--- src/hw/rtl/grid_cell_boundary_edges_unit_assert.svh ---
// ----------------------------------------------------------------------------
// grid cell boundary edges: assertion macros
// shared assertion forms, clocked on clk and disabled while rst_n is low
// ----------------------------------------------------------------------------
`ifndef GRID_CELL_BOUNDARY_EDGES_UNIT_ASSERT_SVH
`define GRID_CELL_BOUNDARY_EDGES_UNIT_ASSERT_SVH

// same-cycle implication
`define GCBE_ASSERT_IMPL(label, ante, cons, msg) \
    label: assert property (@(posedge clk) disable iff (!rst_n) (ante) |-> (cons)) \
        else $error(msg);

// next-cycle implication
`define GCBE_ASSERT_NEXT(label, ante, cons, msg) \
    label: assert property (@(posedge clk) disable iff (!rst_n) (ante) |=> (cons)) \
        else $error(msg);

`endif

--- src/hw/rtl/gcbe_pkg.sv ---
// ----------------------------------------------------------------------------
// gcbe_pkg
// shared types and constants of the grid cell boundary edge unit
// ----------------------------------------------------------------------------
`default_nettype none

package gcbe_pkg;

    localparam int MAX_CELLS_DEF = 64;
    localparam int COORD_W       = 8;
    localparam int CELL_W        = 2 * COORD_W;
    localparam int SEG_W         = 10;
    localparam int FUNC_W        = 2;
    localparam int SIDE_W        = 2;
    localparam int QIDX_W        = 6;

    typedef enum logic [FUNC_W-1:0] {
        FUNC_CLEAR = 2'd0,
        FUNC_LOAD  = 2'd1,
        FUNC_QUERY = 2'd2
    } func_t;

    localparam logic [SIDE_W-1:0] SIDE_PX = 2'd0;
    localparam logic [SIDE_W-1:0] SIDE_MX = 2'd1;
    localparam logic [SIDE_W-1:0] SIDE_PY = 2'd2;
    localparam logic [SIDE_W-1:0] SIDE_MY = 2'd3;

    // neighbor hits of one compare
    typedef struct packed {
        logic my;
        logic py;
        logic mx;
        logic px;
    } hits_t;

endpackage

`default_nettype wire

--- src/hw/rtl/gcbe_ram.sv ---
// ----------------------------------------------------------------------------
// gcbe_ram
// generic single write, single read ram with registered read data
// ----------------------------------------------------------------------------
`default_nettype none

module gcbe_ram #(
    parameter int WIDTH = 16,
    parameter int DEPTH = 64
) (
    input  wire logic                     clk,
    input  wire logic                     wr_en,
    input  wire logic [$clog2(DEPTH)-1:0] wr_addr,
    input  wire logic [WIDTH-1:0]         wr_data,
    input  wire logic [$clog2(DEPTH)-1:0] rd_addr,
    output logic      [WIDTH-1:0]         rd_data
);

    logic [WIDTH-1:0] mem [DEPTH];

    always_ff @(posedge clk)
    begin
        if (wr_en)
        begin
            mem[wr_addr] <= wr_data;
        end
        rd_data <= mem[rd_addr];
    end

endmodule

`default_nettype wire

--- src/hw/rtl/gcbe_nbr.sv ---
// ----------------------------------------------------------------------------
// gcbe_nbr
// neighbor compare: tests one stored cell against the queried cell
// ----------------------------------------------------------------------------
`default_nettype none

module gcbe_nbr
    import gcbe_pkg::*;
(
    input  wire logic signed [COORD_W-1:0] ref_x,
    input  wire logic signed [COORD_W-1:0] ref_y,
    input  wire logic signed [COORD_W-1:0] cand_x,
    input  wire logic signed [COORD_W-1:0] cand_y,
    output hits_t                          hits
);

    // one extra bit keeps x+1 and x-1 exact at the range ends
    logic signed [COORD_W:0] rx;
    logic signed [COORD_W:0] ry;
    logic signed [COORD_W:0] cx;
    logic signed [COORD_W:0] cy;
    logic                    same_x;
    logic                    same_y;

    always_comb
    begin
        rx     = {ref_x[COORD_W-1], ref_x};
        ry     = {ref_y[COORD_W-1], ref_y};
        cx     = {cand_x[COORD_W-1], cand_x};
        cy     = {cand_y[COORD_W-1], cand_y};
        same_x = (cx == rx);
        same_y = (cy == ry);
        hits.px = same_y && (cx == rx + (COORD_W+1)'(1));
        hits.mx = same_y && (cx == rx - (COORD_W+1)'(1));
        hits.py = same_x && (cy == ry + (COORD_W+1)'(1));
        hits.my = same_x && (cy == ry - (COORD_W+1)'(1));
    end

endmodule

`default_nettype wire

--- src/hw/rtl/grid_cell_boundary_edges_unit.sv ---
// ----------------------------------------------------------------------------
// grid_cell_boundary_edges_unit
// keeps a set of occupied grid cells and emits the exposed wall segments
// of one stored cell, one segment per item on the segment channel
//
//   channel | dir | handshake             | payload
//   req     | in  | req_valid / req_stall | func, cell_x, cell_y, query_index
//   seg     | out | seg_valid / seg_stall | face_side, start/end x/y, last_edge
//
// clear, load and an out-of-range query finish in ST_IDLE without a stall;
// an in-range query takes the queried cell in ST_REF, makes one ram read
// per stored cell in ST_SCAN, then in ST_EMIT loads one segment per exposed
// side while the output register is free, or returns to idle with none
// req_stall is high from an in-range query's accept until it is back in idle
// reset clears the cell count and the output valid; ram content is undefined
// ----------------------------------------------------------------------------
`default_nettype none

module grid_cell_boundary_edges_unit
    import gcbe_pkg::*;
#(
    parameter int MAX_CELLS = MAX_CELLS_DEF
) (
    input  wire logic                      clk,
    input  wire logic                      rst_n,
    input  wire logic                      req_valid,
    output logic                           req_stall,
    input  wire logic [FUNC_W-1:0]         func,
    input  wire logic signed [COORD_W-1:0] cell_x,
    input  wire logic signed [COORD_W-1:0] cell_y,
    input  wire logic [QIDX_W-1:0]         query_index,
    output logic                           seg_valid,
    input  wire logic                      seg_stall,
    output logic [SIDE_W-1:0]              face_side,
    output logic signed [SEG_W-1:0]        start_x,
    output logic signed [SEG_W-1:0]        start_y,
    output logic signed [SEG_W-1:0]        end_x,
    output logic signed [SEG_W-1:0]        end_y,
    output logic                           last_edge
);

    localparam int AW = $clog2(MAX_CELLS);
    localparam int CW = $clog2(MAX_CELLS + 1);

    typedef enum logic [3:0] {
        ST_IDLE = 4'b0001,
        ST_REF  = 4'b0010,
        ST_SCAN = 4'b0100,
        ST_EMIT = 4'b1000
    } state_t;

    state_t                      state_reg, state_next;
    logic [CW-1:0]               cnt_reg, cnt_next;
    logic [CW-1:0]               j_reg, j_next;
    logic [3:0]                  exp_reg, exp_next;
    logic signed [COORD_W-1:0]   ref_x_reg, ref_x_next;
    logic signed [COORD_W-1:0]   ref_y_reg, ref_y_next;

    logic                        seg_valid_reg, seg_valid_next;
    logic [SIDE_W-1:0]           side_reg, side_next;
    logic signed [SEG_W-1:0]     sx_reg, sx_next;
    logic signed [SEG_W-1:0]     sy_reg, sy_next;
    logic signed [SEG_W-1:0]     ex_reg, ex_next;
    logic signed [SEG_W-1:0]     ey_reg, ey_next;
    logic                        last_reg, last_next;

    logic                        accept;
    logic                        seg_free;
    logic                        wr_en;
    logic [AW-1:0]               rd_addr;
    logic [CELL_W-1:0]           rd_data;
    hits_t                       hits;
    logic [3:0]                  pick;
    logic signed [SEG_W-1:0]     x2p, x2m, y2p, y2m;

    gcbe_ram #(
        .WIDTH (CELL_W),
        .DEPTH (MAX_CELLS)
    ) u_store (
        .clk     (clk),
        .wr_en   (wr_en),
        .wr_addr (cnt_reg[AW-1:0]),
        .wr_data ({cell_y, cell_x}),
        .rd_addr (rd_addr),
        .rd_data (rd_data)
    );

    gcbe_nbr u_nbr (
        .ref_x  (ref_x_reg),
        .ref_y  (ref_y_reg),
        .cand_x (rd_data[COORD_W-1:0]),
        .cand_y (rd_data[CELL_W-1:COORD_W]),
        .hits   (hits)
    );

    assign req_stall = (state_reg != ST_IDLE);
    assign accept    = req_valid && !req_stall;
    assign seg_free  = !seg_valid_reg || !seg_stall;
    assign wr_en     = accept && (func == FUNC_LOAD) && (32'(cnt_reg) < MAX_CELLS);
    assign rd_addr   = (state_reg == ST_IDLE) ? AW'(query_index) : j_reg[AW-1:0];

    // doubled-unit edge coordinates of the queried cell
    always_comb
    begin
        x2p = {{(SEG_W-COORD_W-1){ref_x_reg[COORD_W-1]}}, ref_x_reg, 1'b0} + SEG_W'(1);
        x2m = {{(SEG_W-COORD_W-1){ref_x_reg[COORD_W-1]}}, ref_x_reg, 1'b0} - SEG_W'(1);
        y2p = {{(SEG_W-COORD_W-1){ref_y_reg[COORD_W-1]}}, ref_y_reg, 1'b0} + SEG_W'(1);
        y2m = {{(SEG_W-COORD_W-1){ref_y_reg[COORD_W-1]}}, ref_y_reg, 1'b0} - SEG_W'(1);
    end

    // lowest exposed side goes first
    always_comb
    begin
        if (exp_reg[0])
        begin
            pick = 4'b0001;
        end
        else if (exp_reg[1])
        begin
            pick = 4'b0010;
        end
        else if (exp_reg[2])
        begin
            pick = 4'b0100;
        end
        else
        begin
            pick = 4'b1000;
        end
    end

    always_comb
    begin
        state_next     = state_reg;
        cnt_next       = cnt_reg;
        j_next         = j_reg;
        exp_next       = exp_reg;
        ref_x_next     = ref_x_reg;
        ref_y_next     = ref_y_reg;
        seg_valid_next = seg_valid_reg && seg_stall;
        side_next      = side_reg;
        sx_next        = sx_reg;
        sy_next        = sy_reg;
        ex_next        = ex_reg;
        ey_next        = ey_reg;
        last_next      = last_reg;

        case (state_reg)
            ST_IDLE:
            begin
                if (accept)
                begin
                    case (func)
                        FUNC_CLEAR:
                        begin
                            cnt_next = '0;
                        end
                        FUNC_LOAD:
                        begin
                            if (wr_en)
                            begin
                                cnt_next = cnt_reg + CW'(1);
                            end
                        end
                        FUNC_QUERY:
                        begin
                            if (32'(query_index) < 32'(cnt_reg))
                            begin
                                j_next     = '0;
                                state_next = ST_REF;
                            end
                        end
                        default:
                        begin
                            state_next = ST_IDLE;
                        end
                    endcase
                end
            end
            ST_REF:
            begin
                ref_x_next = rd_data[COORD_W-1:0];
                ref_y_next = rd_data[CELL_W-1:COORD_W];
                exp_next   = 4'b1111;
                j_next     = CW'(1);
                state_next = ST_SCAN;
            end
            ST_SCAN:
            begin
                exp_next = exp_reg & ~hits;
                if (j_reg == cnt_reg)
                begin
                    state_next = ST_EMIT;
                end
                else
                begin
                    j_next = j_reg + CW'(1);
                end
            end
            ST_EMIT:
            begin
                if (exp_reg == 4'b0000)
                begin
                    state_next = ST_IDLE;
                end
                else if (seg_free)
                begin
                    seg_valid_next = 1'b1;
                    exp_next       = exp_reg & ~pick;
                    last_next      = ((exp_reg & ~pick) == 4'b0000);
                    if (pick[0])
                    begin
                        side_next = SIDE_PX;
                        sx_next   = x2p;
                        sy_next   = y2m;
                        ex_next   = x2p;
                        ey_next   = y2p;
                    end
                    else if (pick[1])
                    begin
                        side_next = SIDE_MX;
                        sx_next   = x2m;
                        sy_next   = y2p;
                        ex_next   = x2m;
                        ey_next   = y2m;
                    end
                    else if (pick[2])
                    begin
                        side_next = SIDE_PY;
                        sx_next   = x2p;
                        sy_next   = y2p;
                        ex_next   = x2m;
                        ey_next   = y2p;
                    end
                    else
                    begin
                        side_next = SIDE_MY;
                        sx_next   = x2m;
                        sy_next   = y2m;
                        ex_next   = x2p;
                        ey_next   = y2m;
                    end
                    if ((exp_reg & ~pick) == 4'b0000)
                    begin
                        state_next = ST_IDLE;
                    end
                end
            end
            default:
            begin
                state_next = ST_IDLE;
            end
        endcase
    end

    always_ff @(posedge clk or negedge rst_n)
    begin
        if (!rst_n)
        begin
            state_reg     <= ST_IDLE;
            cnt_reg       <= '0;
            seg_valid_reg <= 1'b0;
        end
        else
        begin
            state_reg     <= state_next;
            cnt_reg       <= cnt_next;
            seg_valid_reg <= seg_valid_next;
        end
    end

    always_ff @(posedge clk)
    begin
        j_reg     <= j_next;
        exp_reg   <= exp_next;
        ref_x_reg <= ref_x_next;
        ref_y_reg <= ref_y_next;
        side_reg  <= side_next;
        sx_reg    <= sx_next;
        sy_reg    <= sy_next;
        ex_reg    <= ex_next;
        ey_reg    <= ey_next;
        last_reg  <= last_next;
    end

    assign seg_valid = seg_valid_reg;
    assign face_side = side_reg;
    assign start_x   = sx_reg;
    assign start_y   = sy_reg;
    assign end_x     = ex_reg;
    assign end_y     = ey_reg;
    assign last_edge = last_reg;

`include "grid_cell_boundary_edges_unit_assert.svh"

    `GCBE_ASSERT_IMPL(a_cnt_bound, 1'b1, 32'(cnt_reg) <= MAX_CELLS,
        "cell count above store depth")
    `GCBE_ASSERT_IMPL(a_scan_index, state_reg == ST_SCAN,
        (j_reg != '0) && (j_reg <= cnt_reg), "scan index outside stored cells")
    `GCBE_ASSERT_IMPL(a_seg_src, $rose(seg_valid_reg), $past(state_reg == ST_EMIT),
        "segment loaded outside emit")
    `GCBE_ASSERT_NEXT(a_cnt_hold, state_reg != ST_IDLE, cnt_reg == $past(cnt_reg),
        "cell count changed during a query")

endmodule

`default_nettype wire

--- config.mk ---
export PLATFORM = sky130hd
export DESIGN_NAME = grid_cell_boundary_edges_unit
export DESIGN_NICKNAME = d
export VERILOG_FILES = /design/src/hw/rtl/gcbe_pkg.sv /design/src/hw/rtl/gcbe_ram.sv /design/src/hw/rtl/gcbe_nbr.sv /design/src/hw/rtl/grid_cell_boundary_edges_unit.sv
export VERILOG_INCLUDE_DIRS = /design/src /design/src/hw/rtl
export SDC_FILE = /design/constraint.sdc
export NUM_CORES = 1
export LEC_CHECK = 0
export BUFFER_PORTS_ARGS = -buffer_cell sky130_fd_sc_hd__buf_4
export CAP_MARGIN = 20
export CORE_UTILIZATION = 36
export CTS_CLUSTER_SIZE = 8
export DETAILED_ROUTE_END_ITERATION = 12
export MAX_ROUTING_LAYER = met4
export PLACE_DENSITY = 0.61
export SYNTH_ARGS = -nofsm -noshare
export SYNTH_HDL_FRONTEND = slang
export SYNTH_SLANG_ARGS = --single-unit
--- constraint.sdc ---
create_clock -name clk -period 5.27 [get_ports clk]
set_input_delay 0.527 -clock clk [delete_from_list [all_inputs] [get_ports clk]]
set_output_delay 0.527 -clock clk [all_outputs]
set_load 0.01 [all_outputs]
After elaboration in Yosys (flattened, before gate mapping)
Memories as Yosys holds them, arrays and structs flattened. A register that Yosys moved wholly into a read port is not among the register bits.
Index checks and enable logic that the tools add are counted.
Widths: inputs -> output; s select.
- register bits: 82
- memory bits (writable): 1024
- bits of input ports: 28
- word-level logic and storage cells: 123
- memories: 1
- memories (memory ; depth ; width ; rd ports ; clocked after Yosys merged registers in ; write ports ; RTL line ; text):
    u_store.mem ; 64 ; 16 ; 1 ; 1 ; 1 ; gcbe_ram.sv:19 ; logic [WIDTH-1:0] mem [DEPTH];
- add/sub/neg operators: 10
- order comparisons: 2
- eq/ne operators: 26
- multiplexer cells: 40
- bitwise gates (word level): 5
- reduce and logical (&&, ||, !) cells: 25
- operator list (cell ; number):
    $mux 10 ; 11
    $mux 4 ; 11
    $eq 8x9->1 ; 4
    $mux 7 ; 5
    $pmux 7 s3 ; 1
    $add 9x2->10 const B ; 2
    $sub 9x2->10 const B ; 2
    $add 8x2->9 const B ; 2
    $sub 8x2->9 const B ; 2
    $eq 8x8->1 ; 2
    $pmux 4 s4 ; 1
    $add 7x1->7 const B ; 2
    $pmux 7 s2 ; 1
    $ne 2x2->1 const B ; 6
    $pmux 4 s3 ; 1
    $ne 3x3->1 const B ; 3
    $and 4x4->4 ; 2
    $logic_and 1x1->1 ; 8
    $logic_not 4->1 ; 2
    $not 4->4 ; 2
    $pmux 4 s2 ; 1
    $eq 7x7->1 ; 1
    $lt 6x7->1 ; 1
    $lt 7x7->1 const B ; 1
    21 further kinds ; 34

Logic depth before layout (Yosys ltp)
- depth after elaboration: 10
- depth in mapped cells: 11
- mapped depth without buffers: 9

Cells and area by module
From an unflattened synthesis, not the netlist that was laid out.
- cells, all modules: 2306
- area total of the unflattened synthesis: 44854.3 um^2
- by module, submodules not included (module ; instances ; cells each ; area each (um^2) ; seq. area each (um^2)):
    gcbe_ram ; 1 ; 1829 ; 40042.2 ; 31069.8
    grid_cell_boundary_edges_unit ; 1 ; 322 ; 3776.1 ; 2283.4
    gcbe_nbr ; 1 ; 155 ; 1036.0 ; 0.0

Worst setup path after synthesis
OpenSTA, ideal clock, no wires.
- path kind: register to register
- from: reg state_reg[2]
- to: reg exp_reg[0], enable pin
- arrival time: 3.259 ns
- slack: 1.698 ns
- cell stages (with the launch flop): 5
- buffers on the path: 0
- period minus slack after synthesis: 3.572 ns
- path through: dfrtp_1 -> nor4b_1 -> o41ai_1 -> a21oi_1 -> nand2b_1
- word-level cells in the longest chain between the ends: 3
- elaborated cells on any way between the ends: 7
- those cells by class: 5 x eq/ne; 2 x reduce/logical
- RTL lines (what ; RTL line ; text):
    from (decl) ; grid_cell_boundary_edges_unit.sv:52 ; state_t state_reg, state_next;
    from (signal assigned) ; grid_cell_boundary_edges_unit.sv:266 ; state_reg <= state_next;
    $eq 4x4->1 (tied with other cells) ; grid_cell_boundary_edges_unit.sv:148 ; case (state_reg)
    $ne 2x2->1 (no source line) or $reduce_bool 3->1 (tied branches) ; -- ;
    $reduce_and 3->1 (no source line) * ; -- ;
    to (signal assigned) ; grid_cell_boundary_edges_unit.sv:275 ; exp_reg <= exp_next;
    to (decl) ; grid_cell_boundary_edges_unit.sv:55 ; logic [3:0] exp_reg, exp_next;
Every way passes the cells marked *; elsewhere a longest branch is shown, timed or not.
A chain may end at the register's enable or synchronous reset.

Worst setup path after layout
- from: reg state_reg[0]
- to: reg u_store.rd_data[6] (read register of u_store.mem)
- word-level cells in the longest chain between the ends: 2
- RTL lines (what ; RTL line ; text):
    $eq 4x1->1 ; grid_cell_boundary_edges_unit.sv:100 ; assign rd_addr = (state_reg == ST_IDLE) ? AW'(query_index) : j_reg[AW-1:0];
    $mux 6 ; grid_cell_boundary_edges_unit.sv:100 ;
    to (decl) ; gcbe_ram.sv:16 ; output logic [WIDTH-1:0] rd_data
Every way passes these cells.

==> reports/results.tsv <==
metric	value	unit
status	completed	
crit_chain	nor4b_4, buf_4, mux2i_4, buf_4, mux4_2, a221oi_1, nand2_1, a32o_1	
area_growth	16.7	%
startpoint_type	flop	
cp.required	5.91	ns
antenna_left	0	
slew_headroom	25.6	%
die_w	353	µm
report.final.hold_viol_count	0	
crit_slowest_cell	mux2i_4	
fin_skew	0.0260	ns
min-delay-start	func[1]	
vias	26400	
initial_utilization	36.4	%
cts_tree	done	
ys_seq_area_share	75.0	%
timing.rr.start	state_reg[0]	
syn-instance-count	2950	
synth_top_area_share	73.6	%
maxCapViolations	0	
largest_reg_flops	1024	
clkLatencyLatePin	0.76	ns
h-tree-depth	4	
largest_register	u_store.mem	
yosysTopAreaCell	edfxtp_1	
synth.top_cells.by_area	edfxtp_1 (74%), nand2_1 (5.4%), mux4_2 (4.1%)	
post_drt_via_cell_ratio	5.47	
synth.cell_area	44500	µm²
reg_top3	u_store.mem: 1024 flops, u_store.rd_data: 16 flops	
path_max_fanout	35	
fmax	248	MHz
num_rows	128	
avgSynthCellArea	15.1	µm²
finalSetupViolCount	0	
period_share	76.5	%
ys_ff_latch	1118	
die_y	353	µm
path_clk_slew	0.05	ns
postCtsResizedCells	0	
drtIter0Drc	3145	
regToRegSetupSlack	1.24	ns
cts-root-buf	clkbuf_16	
cts.sinks	1118	
crit_type	reg -> reg	
total_power	21100	µW
crit_path_end_kind	flop	
worst_pin_slew	1.11	ns
gp_congestion	0.851	
hold_path_end	cnt_reg[6]	
io_pins	73	
grt_pass1_vias	25200	
async_reset_ff_share	1.07	%
synth-edff-count	1090	
hold_depth	2	
leakage	0.0171	µW
antenna_found_initial	2	
routedWlPerCell	24.1	µm
rr_worst_depth	8	
setup_ws	1.24	ns
rsz0062_at_grt	false	
dp_hpwl	68600	µm
drive_gt1_share	15.2	%
power_per_cell_area	406	nW/µm²
slew_violations	0	
hold_class	in -> reg	
fin_crit	4.03	ns
grt_overflow	0	
fin_hold_ws	0.0833	ns
cts_buffers	158	
ys_types	68	
vdd_drop_max	353	µV
routed_wl	117000	µm
critPathArrivalTime	4.67	ns
ys.flop_type	edfxtp_1	
setup_tns	0	ns
final_nets	3169	
drc	0	
grt_start_max_net_pins	111	
cpMostUsedCell	buf_4	
die_area	125000	µm²
r2r_end	u_store.rd_data[6]	
clockBufferDepth	3	
firstDrtPassIters	5	
grt_pass1_wl	171000	µm
place_ws	1.22	ns
io_buffers	68	
core_area	122000	µm²
fin_area	51900	µm²
dpl_cell_area	47400	µm²
ys_warn_count	0	
synth.most_common_cell	edfxtp_1	
grt_usage	19.0	%
max_stage_delay	0.88	ns
synth_common_cells	edfxtp_1 (1090), nand2_1 (635), nand3_1 (206)	
cell usage in the layout, fill, tap and decap left out, drive strengths merged, types with 46 or more instances in the layout:
cell type  instances
a21oi             59
nand3            206
a31oi             55
mux4              80
a32oi             59
nor2             118
clkbuf           217
nand4             55
xnor2             46
buf              187
nand2            635
mux2i             67
edfxtp          1090
metal layers:
metal	vias up	GRT usage, %	routed length, µm
met1	13400	26.5	50100
li1	11600	-	-
met3	172	3.66	9840
met2	1208	28.3	54000
met5	-	-	0
met4	0	5.69	2600
layout make-up:
class                           instances  area, µm²
Fill cell                           10800      70300
Sequential cell                      1118      33400
Multi-Input combinational cell       1644      10400
Clock buffer                          217       4290
Tap cell                             1625       2030
Timing Repair Buffer                  189       1540
Clock inverter                         12        164
Inverter                               19       71.3
Antenna cell                            4       10.0
power breakdown:
group / internal (µW) / switching [µW] / total [µW]
clock network: 5590 / 3610 / 9190
registers: 9840 / 141 / 9980
logic: 615 / 1270 / 1880
total: 16000 / 5010 / 21100
worst max-delay path: cells and delay by family, from the launching register on:
kind                   cells  cell delay [ns]
AOI/OAI and AO/OA          2             0.56
buffers and inverters      2             0.91
DFF                        1             0.56
muxes                      2             1.45
and+or+nand+nor            2             0.41
through the flow:
step | util, % | cells
2_1_floorplan | - | 2953
3_3_place_gp | 38.8 | 4591
3_5_place_dp | 38.8 | 4591
4_1_cts | 42.4 | 4822
5_1_grt | 42.5 | 4826
6_report | 42.5 | 4828
kinds of logic after synthesis:
group | Yosys count | synth area share (%)
xor gates and xnor gates | 74 | 1.46
other | 1 | 0.00843
AOI/OAI and AO/OA | 297 | 4.72
and+or+nand+nor | 1104 | 10.8
muxes | 153 | 5.71
buffers and inverters | 191 | 1.93
adders and majority gates | 12 | 0.332
DFF | 1118 | 75.0
timing repair:
| item | 4_1_cts | 5_1_grt |
|---|---|---|
| hold buffers | 2 | 0 |
| setup buffers | 0 | 0 |
| hold endpoints to repair | 13 | 0 |
how the worst max path moves through the flow:
stage	depth (start not counted)	to	slack [ns]	from
2_1_floorplan	4	exp_reg[0]	1.70	state_reg[2]
3_3_place_gp	8	u_store.rd_data[6]	1.27	state_reg[0]
3_5_place_dp	8	u_store.rd_data[6]	1.22	state_reg[0]
4_1_cts	8	u_store.rd_data[6]	1.22	state_reg[0]
5_1_grt	8	u_store.rd_data[6]	1.04	state_reg[0]
6_report	8	u_store.rd_data[6]	1.24	state_reg[0]
Note: power is estimated with default switching activity, not from simulation.
